File: config.mk
export PLATFORM = sky130hd
export DESIGN_NAME = hci_uart_rx_deframer_credits_top
export DESIGN_NICKNAME = d
export VERILOG_FILES = /design/src/design/hcirx_pkg.sv /design/src/design/hci_uart_rx_deframer_credits_top.sv
export SDC_FILE = /design/constraint.sdc
export NUM_CORES = 1
export LEC_CHECK = 0
export ABC_AREA = 0
export BUFFER_PORTS_ARGS = -buffer_cell sky130_fd_sc_hd__buf_2
export CAP_MARGIN = 20
export CORE_MARGIN = 1
export CORE_UTILIZATION = 55
export DETAILED_ROUTE_END_ITERATION = 8
export GPL_TIMING_DRIVEN = 0
export PLACE_DENSITY = 0.75
export RECOVER_POWER = 100
export SYNTH_ARGS = -nofsm -noshare
export SYNTH_HDL_FRONTEND = slang
export SYNTH_SLANG_ARGS = --single-unit
File: constraint.sdc
create_clock -name clk -period 6.02 [get_ports clk]
set_input_delay 0.903 -clock clk [delete_from_list [all_inputs] [get_ports clk]]
set_output_delay 0.903 -clock clk [all_outputs]
set_load 0.01 [all_outputs]
File: src/design/hcirx_pkg.sv
// Package for the HCI UART (H4) receive deframer with command-credit tracking.
// Holds byte codes, result class codes and the result record type.
// No dependencies.
`default_nettype none

package hcirx_pkg;

	// H4 packet type bytes and credit-bearing event codes
	localparam logic [7:0] CODE_EVENT      = 8'h04;
	localparam logic [7:0] CODE_ACL        = 8'h02;
	localparam logic [7:0] EV_CMD_COMPLETE = 8'h0E;
	localparam logic [7:0] EV_CMD_STATUS   = 8'h0F;

	// Request kind carried on the input tuser
	localparam logic REQ_BYTE = 1'b0;
	localparam logic REQ_CMD  = 1'b1;

	// Byte class codes
	localparam logic [3:0] CLS_TYPE    = 4'd0;
	localparam logic [3:0] CLS_EVCODE  = 4'd1;
	localparam logic [3:0] CLS_EVLEN   = 4'd2;
	localparam logic [3:0] CLS_EVPARAM = 4'd3;
	localparam logic [3:0] CLS_HLO     = 4'd4;
	localparam logic [3:0] CLS_HHI     = 4'd5;
	localparam logic [3:0] CLS_LLO     = 4'd6;
	localparam logic [3:0] CLS_LHI     = 4'd7;
	localparam logic [3:0] CLS_ACLDATA = 4'd8;
	localparam logic [3:0] CLS_NONE    = 4'd9;

	// Packet kind codes
	localparam logic [1:0] KIND_EVENT = 2'd0;
	localparam logic [1:0] KIND_ACL   = 2'd1;
	localparam logic [1:0] KIND_NONE  = 2'd2;

	// Credits after reset
	localparam logic [7:0] CREDITS_RESET = 8'd1;

	// Widths of the output beat
	localparam int TDATA_W = 40;
	localparam int TUSER_W = 6;

	// One result item
	typedef struct packed {
		logic [3:0]  byte_class;
		logic [1:0]  packet_kind;
		logic [7:0]  data_byte;
		logic [15:0] payload_index;
		logic        end_of_packet;
		logic        bad_type;
		logic [7:0]  credits_now;
		logic        command_granted;
	} res_t;

endpackage

`default_nettype wire

File: src/design/hci_uart_rx_deframer_credits_top.sv
// Top level of the HCI UART (H4) receive deframer with command-credit tracking.
// Depends on hcirx_pkg for codes and the result record.
//
// A result beat is registered in the output register, or in the one-entry skid
// register while the output stalls. Throughput: one input beat per cycle while
// the skid register is empty, so the input side takes one more beat in a stall.
// Reset (arst_n low, asynchronous): parser waits for a type byte, credits = 1,
// no result pending. A configuration write loads the credit count at once.
`default_nettype none

module hci_uart_rx_deframer_credits_top (
	input  wire logic                          clk,
	input  wire logic                          arst_n,
	// configuration: initial_credits
	input  wire logic                          cfg_valid,
	output logic                               cfg_ready,
	input  wire logic [7:0]                    cfg_data,
	// input beat
	input  wire logic                          s_axis_tvalid,
	output logic                               s_axis_tready,
	input  wire logic [7:0]                    s_axis_tdata,  // [7:0] rx_byte
	input  wire logic                          s_axis_tuser,  // [0] req_type
	// output beat
	output logic                               m_axis_tvalid,
	input  wire logic                          m_axis_tready,
	// [7:0] data_byte, [23:8] payload_index, [24] bad_type, [32:25] credits_now,
	// [33] command_granted, [39:34] zero
	output logic [hcirx_pkg::TDATA_W-1:0]      m_axis_tdata,
	// [3:0] byte_class, [5:4] packet_kind
	output logic [hcirx_pkg::TUSER_W-1:0]      m_axis_tuser,
	output logic                               m_axis_tlast   // end_of_packet
);
	import hcirx_pkg::*;

	typedef enum logic [2:0] {
		PH_TYPE    = 3'd0,
		PH_EVCODE  = 3'd1,
		PH_EVLEN   = 3'd2,
		PH_PAYLOAD = 3'd3,
		PH_HLO     = 3'd4,
		PH_HHI     = 3'd5,
		PH_LLO     = 3'd6,
		PH_LHI     = 3'd7
	} phase_t;

	phase_t      phase_q, phase_d;
	logic        kind_q, kind_d;
	logic [7:0]  evcode_q, evcode_d;
	logic [7:0]  len_lo_q, len_lo_d;
	logic [15:0] remain_q, remain_d;
	logic [15:0] count_q, count_d;
	logic [7:0]  credit_q, credit_d;
	logic [8:0]  pend_q, pend_d;
	logic        finish;
	res_t        res;

	res_t        out_q, skid_q;
	logic        out_valid_q, skid_valid_q;
	logic        in_fire, out_fire;

	assign cfg_ready     = 1'b1;
	assign s_axis_tready = !skid_valid_q;
	assign in_fire       = s_axis_tvalid && s_axis_tready;
	assign out_fire      = m_axis_tvalid && m_axis_tready;

	// Parser and credit logic for the beat at the input
	always_comb begin
		phase_d  = phase_q;
		kind_d   = kind_q;
		evcode_d = evcode_q;
		len_lo_d = len_lo_q;
		remain_d = remain_q;
		count_d  = count_q;
		credit_d = credit_q;
		pend_d   = pend_q;
		finish   = 1'b0;
		res      = '0;
		res.byte_class  = CLS_NONE;
		res.packet_kind = KIND_NONE;
		if (s_axis_tuser == REQ_CMD) begin
			if (credit_q != 8'd0) begin
				credit_d = credit_q - 8'd1;
				res.command_granted = 1'b1;
			end
		end else begin
			res.data_byte = s_axis_tdata;
			unique case (phase_q)
				PH_TYPE: begin
					res.byte_class = CLS_TYPE;
					pend_d = '0;
					if (s_axis_tdata == CODE_EVENT) begin
						kind_d = 1'b0;
						res.packet_kind = KIND_EVENT;
						phase_d = PH_EVCODE;
					end else if (s_axis_tdata == CODE_ACL) begin
						kind_d = 1'b1;
						res.packet_kind = KIND_ACL;
						phase_d = PH_HLO;
					end else begin
						res.bad_type = 1'b1;
					end
				end
				PH_EVCODE: begin
					res.byte_class  = CLS_EVCODE;
					res.packet_kind = KIND_EVENT;
					evcode_d = s_axis_tdata;
					phase_d = PH_EVLEN;
				end
				PH_EVLEN: begin
					res.byte_class  = CLS_EVLEN;
					res.packet_kind = KIND_EVENT;
					remain_d = {8'd0, s_axis_tdata};
					count_d = '0;
					if (s_axis_tdata == 8'd0) begin
						finish = 1'b1;
					end else begin
						phase_d = PH_PAYLOAD;
					end
				end
				PH_PAYLOAD: begin
					res.packet_kind   = kind_q ? KIND_ACL : KIND_EVENT;
					res.byte_class    = kind_q ? CLS_ACLDATA : CLS_EVPARAM;
					res.payload_index = count_q;
					// Credit-bearing events stage their credit value until the packet ends
					if (!kind_q) begin
						if (evcode_q == EV_CMD_COMPLETE && count_q == 16'd0) begin
							pend_d = {1'b1, s_axis_tdata};
						end else if (evcode_q == EV_CMD_STATUS && count_q == 16'd1) begin
							pend_d = {1'b1, s_axis_tdata};
						end
					end
					count_d = count_q + 16'd1;
					if (remain_q <= 16'd1) begin
						remain_d = '0;
						finish = 1'b1;
					end else begin
						remain_d = remain_q - 16'd1;
					end
				end
				PH_HLO: begin
					res.byte_class  = CLS_HLO;
					res.packet_kind = KIND_ACL;
					phase_d = PH_HHI;
				end
				PH_HHI: begin
					res.byte_class  = CLS_HHI;
					res.packet_kind = KIND_ACL;
					phase_d = PH_LLO;
				end
				PH_LLO: begin
					res.byte_class  = CLS_LLO;
					res.packet_kind = KIND_ACL;
					len_lo_d = s_axis_tdata;
					phase_d = PH_LHI;
				end
				PH_LHI: begin
					res.byte_class  = CLS_LHI;
					res.packet_kind = KIND_ACL;
					remain_d = {s_axis_tdata, len_lo_q};
					count_d = '0;
					if ({s_axis_tdata, len_lo_q} == 16'd0) begin
						finish = 1'b1;
					end else begin
						phase_d = PH_PAYLOAD;
					end
				end
			endcase
			// End of packet: apply any staged credit load
			if (finish) begin
				if (pend_d[8]) begin
					credit_d = pend_d[7:0];
				end
				pend_d = '0;
				phase_d = PH_TYPE;
			end
			res.end_of_packet = finish;
		end
		res.credits_now = credit_d;
	end

	// Parser state and credit count
	always_ff @(posedge clk or negedge arst_n) begin
		if (!arst_n) begin
			phase_q  <= PH_TYPE;
			kind_q   <= 1'b0;
			evcode_q <= '0;
			len_lo_q <= '0;
			remain_q <= '0;
			count_q  <= '0;
			credit_q <= CREDITS_RESET;
			pend_q   <= '0;
		end else if (cfg_valid && cfg_ready) begin
			credit_q <= cfg_data;
		end else if (in_fire) begin
			phase_q  <= phase_d;
			kind_q   <= kind_d;
			evcode_q <= evcode_d;
			len_lo_q <= len_lo_d;
			remain_q <= remain_d;
			count_q  <= count_d;
			credit_q <= credit_d;
			pend_q   <= pend_d;
		end
	end

	// Output register with one skid entry behind it
	always_ff @(posedge clk or negedge arst_n) begin
		if (!arst_n) begin
			out_valid_q  <= 1'b0;
			skid_valid_q <= 1'b0;
		end else begin
			if (in_fire) begin
				if (!out_valid_q || m_axis_tready) begin
					out_valid_q <= 1'b1;
				end else begin
					skid_valid_q <= 1'b1;
				end
			end else if (out_fire) begin
				if (skid_valid_q) begin
					skid_valid_q <= 1'b0;
				end else begin
					out_valid_q <= 1'b0;
				end
			end
		end
	end

	// Result payloads need no reset
	always_ff @(posedge clk) begin
		if (in_fire) begin
			if (!out_valid_q || m_axis_tready) begin
				out_q <= res;
			end else begin
				skid_q <= res;
			end
		end else if (out_fire && skid_valid_q) begin
			out_q <= skid_q;
		end
	end

	assign m_axis_tvalid = out_valid_q;
	assign m_axis_tlast  = out_q.end_of_packet;
	assign m_axis_tuser  = {out_q.packet_kind, out_q.byte_class};
	assign m_axis_tdata  = {6'd0, out_q.command_granted, out_q.credits_now, out_q.bad_type,
		out_q.payload_index, out_q.data_byte};

`ifndef ASSERT_OFF
	// The skid entry is only used while the output register is full
	a_skid_behind_out: assert property (@(posedge clk) disable iff (!arst_n)
		skid_valid_q |-> out_valid_q)
		else $error("skid entry holds a beat while output register is empty");

	// A granted command never carries a parsed byte
	a_grant_no_byte: assert property (@(posedge clk) disable iff (!arst_n)
		(m_axis_tvalid && m_axis_tdata[33]) |->
		(m_axis_tuser[3:0] == CLS_NONE && !m_axis_tlast))
		else $error("granted command beat carries a byte class");

	// A bad type byte is always reported as a type byte of no packet
	a_bad_is_type: assert property (@(posedge clk) disable iff (!arst_n)
		(m_axis_tvalid && m_axis_tdata[24]) |->
		(m_axis_tuser[3:0] == CLS_TYPE && m_axis_tuser[5:4] == KIND_NONE))
		else $error("bad type flag on a beat that is not an unknown type byte");

	// A command request with credits left consumes exactly one
	a_grant_decrements: assert property (@(posedge clk) disable iff (!arst_n)
		(in_fire && !cfg_valid && s_axis_tuser == REQ_CMD && credit_q != 8'd0) |=>
		(credit_q == $past(credit_q) - 8'd1))
		else $error("command grant did not consume one credit");

	// Packets end only when the parser returns to the type phase
	a_eop_to_type: assert property (@(posedge clk) disable iff (!arst_n)
		(in_fire && !cfg_valid && res.end_of_packet) |=> (phase_q == PH_TYPE))
		else $error("packet ended without returning to the type phase");
`endif

endmodule

`default_nettype wire

==> results by group <==
Run status
  – Status: finished, violations left
  – Failing checks: capacitance limit, slew limit

Logic synthesis
  – Warnings, synthesis: 0
  – EDFF count, synth: 82
  – Post-synthesis sequential area ratio: a little over half
  – Synth Flop Type: edfxtp_1
  – Mapped Area: 7765 um2
  – Synth unique cells: slightly below 80
  – Synth Register Bits: 153
  – Asr flop ratio synth: 46.41%
  – Syn Inst Count: ~740
  – Mapped Avg Cell Area: approximately 10 um2

Timing
  – Final setup violating endpoints: 0
  – Worst Skew: 0.007085 ns
  – Slew Limit Fails: 71
  – Sum Neg Setup Slack: 0 ns
  – FMAX: 0.2527 GHz
  – Post-route minimum period: 3.958 ns
  – Slew HR: -13.35%
  – Tcrit/Tclk final: 65.74%
  – Slew at the pin closest to its max-slew limit: 1.700 ns
  – Final Hold Viols: 0
  – RSZ-0062 raised after global routing: no

Route
  – Met3 routed wirelength: 1287 um
  – Routed length on met1: 8776 um
  – Wire per inst: 19.66 um
  – Detailed Route WL: between 20000 and 25000 um
  – Drt pass-1 iters: 5
  – Via density: 6.107
  – Via count: 6229
  – Initial DRC Count: 755
  – DRC Markers: 0
  – Max Used Layer: met4
  – DRT antenna net count: 0
  – Met2 WL: 9402 um

Flow run
  – Number of max-cap violations: 3

Place
  – Port Buffer Count: 59
  – GP Congestion: around 0.95
  – DP HPWL: roughly 14000 um

Hold path
  – HP Class: input port to asynchronous set/reset pin

Critical path
  – Worst reg2reg setup slack: approximately 2.4 ns
  – FF-to-FF End: skid_q[3]
  – Startpoint Class: input port
  – Reg2Reg Depth: 5
  – Nature of the critical path endpoint: flip-flop
  – Crit path required time: 6.32 ns
  – Critical Path Fanout Max: 9
  – Setup CP Type: input port to flip-flop
  – FF-to-FF Start: skid_valid_q
  – CP Data Arrival Time: 4.26 ns

CTS
  – Post-CTS sizing: 0
  – Post-CTS Hold Fix Bufs: 0
  – Max H-tree Level: 4
  – Clk_lat worst skew: 0.43 ns
  – Clk slew on worst S/H paths: 0.06 ns
  – Clock net sink count: ~150
  – Postcts setup bufs: 0
  – CTS tree: yes
  – CTS Buf Count: 17
  – Root Driver: clkbuf_16
  – CTS Buffer Depth: 2

Global route
  – GRT Overall Usage: 28.66%
  – Vias in the first global route: approximately 6000
  – First-pass GRT wire length: 31440 um
  – Antenna violations before repair: 0
  – Largest net degree at the start of global routing: 70
  – Total grt overflow: 0

Power and ir drop
  – Peak supply drop: approximately 0.25 mV
  – Leakage: 0.003592 uW
  – P per Cell Area: 422.0 nW/um2

Layout
  – Diode count: 0
  – Commonest non-fill, non-tap cell in the layout: nand2_1
  – Final Core Density: 63.85%
  – P&R area growth vs syn: 13.70%
  – # fillers: between 1000 and 1500
  – Most frequent cells in the layout: nand2_1, clkbuf_1, edfxtp_1
  – Nets: about 860
  – Layout cells sized above 1: approximately 13%

Die
  – Die width: 120.8 um
  – DIE AREA: 14600 um2
  – CORE AREA: 13830 um2
  – Initial core utilization: 56.16%
  – Die height: 120.8 um
  – Rows: 43
  – Num ports: 72
## cells in the mapped netlist (3+ instances only)
master     n  share of area (%)
a21oi_1   36                2.3
a221o_1    3               0.39
a221oi_1   4               0.45
a22o_1     6               0.68
a22oi_1    3               0.29
a31oi_1    3               0.24
a32oi_1    5               0.56
and2_1     4               0.32
and3_1    27                2.2
buf_1      6               0.29
buf_4      8               0.77
clkbuf_1  30                1.5
dfrtp_1   70                 23
edfxtp_1  82                 32
ha_1       7                1.1
inv_1     22                1.1
mux2_2    39                5.7
mux2i_1    5               0.64
nand2_1   98                4.7
nand2b_1   5               0.40
nand3_1   11               0.71
nand4_1   10               0.81
nor2_1    59                2.9
nor2b_1   14                1.1
nor3_1    25                1.6
nor3b_1    4               0.39
nor4_1    11               0.89
o211a_1    3               0.39
o21ai_0   50                3.2
o22ai_1   11               0.89
o311ai_0   4               0.45
o31a_1     3               0.34
o31ai_1    3               0.29
or3_1      5               0.40
xnor2_1    7               0.79
xor2_1     9                1.0
## metal layers
layer,vias to the layer above,track usage [%]
met5,-,0
met2,264,45.25
met4,0,13.58
met1,3025,38.39
met3,52,5.094
li1,2888,-
## flip-flops by register name (all words and copies together) (netlist names)
register       flops
evcode_q           8
phase_q            3
m_axis_tvalid      1
m_axis_tlast       1
skid_valid_q       1
len_lo_q           8
kind_q             1
m_axis_tdata      34
skid_q            41
count_q           16
pend_q             9
credit_q           8
remain_q          16
m_axis_tuser       6
## report_power, final
group	switching (uW)	internal, uW	leakage [uW]
sequential	144	1420	0.00172
combinational	750	363	0.00159
clock	465	586	0.000281
total	1360	2370	0.00359
## logic make-up after synthesis
| group | synth area share, % |
|---|---|
| xor gates and xnor gates | 1.805 |
| buffers and inverters | 3.851 |
| other | 0.09672 |
| and+or+nand+nor | 18.79 |
| AOI/OAI and AO/OA | 13.04 |
| adders and majority gates | 1.128 |
| DFF | 54.61 |
| muxes | 6.687 |
## worst max-delay path by stage
stage	startpoint	end	slack (ns)	depth (start not counted)
after floorplan	s_axis_tvalid	m_axis_tdata[0]	2.76	3
after global placement	s_axis_tvalid	m_axis_tdata[14]	1.88	4
after detailed placement	s_axis_tdata[4]	m_axis_tdata[32]	2.48	9
after CTS	s_axis_tuser	count_q[7]	2.88	7
after global routing	s_axis_tvalid	skid_q[3]	1.87	6
final	cfg_valid	count_q[7]	2.06	7
## final cells by class
class / instances / area (um2) / area share (%)
repair buffers: 62 / 274.0 / 3.104
flip-flops and latches: 153 / 4240 / 48.03
clock inverters: 15 / 160.2 / 1.814
multi-input cells: 524 / 3217 / 36.44
plain buffers: 47 / 203.9 / 2.310
well taps: 180 / 225.2 / 2.551
clock buffers: 17 / 425.4 / 4.819
inverters: 22 / 82.58 / 0.9354
## critical path, cell delays in order
cell and delay (ns):
clkbuf_1 0.20, nor4b_1 1.37, nand3_1 0.70, nor3_1 0.57, and3_1 0.28, xnor2_1 0.17
nor2_1 0.06
## metrics by stage
stage / instance area (um2) / hold slack [ns] / power (uW) / setup WS [ns] / std cells
2_1_floorplan: 7784 / 0.4448 / 2306 / 2.760 / 746
3_3_place_gp: 8304 / 0.4642 / 2658 / 1.878 / 985
3_5_place_dp: 8383 / 0.4745 / 2718 / 2.477 / 988
4_1_cts: 8969 / 0.2643 / 3770 / 2.882 / 1020
5_1_grt: 8828 / 0.3534 / 3911 / 1.869 / 1020
6_report: 8828 / 0.3592 / 3726 / 2.062 / 1020
Power figures use the tool's default switching activity.
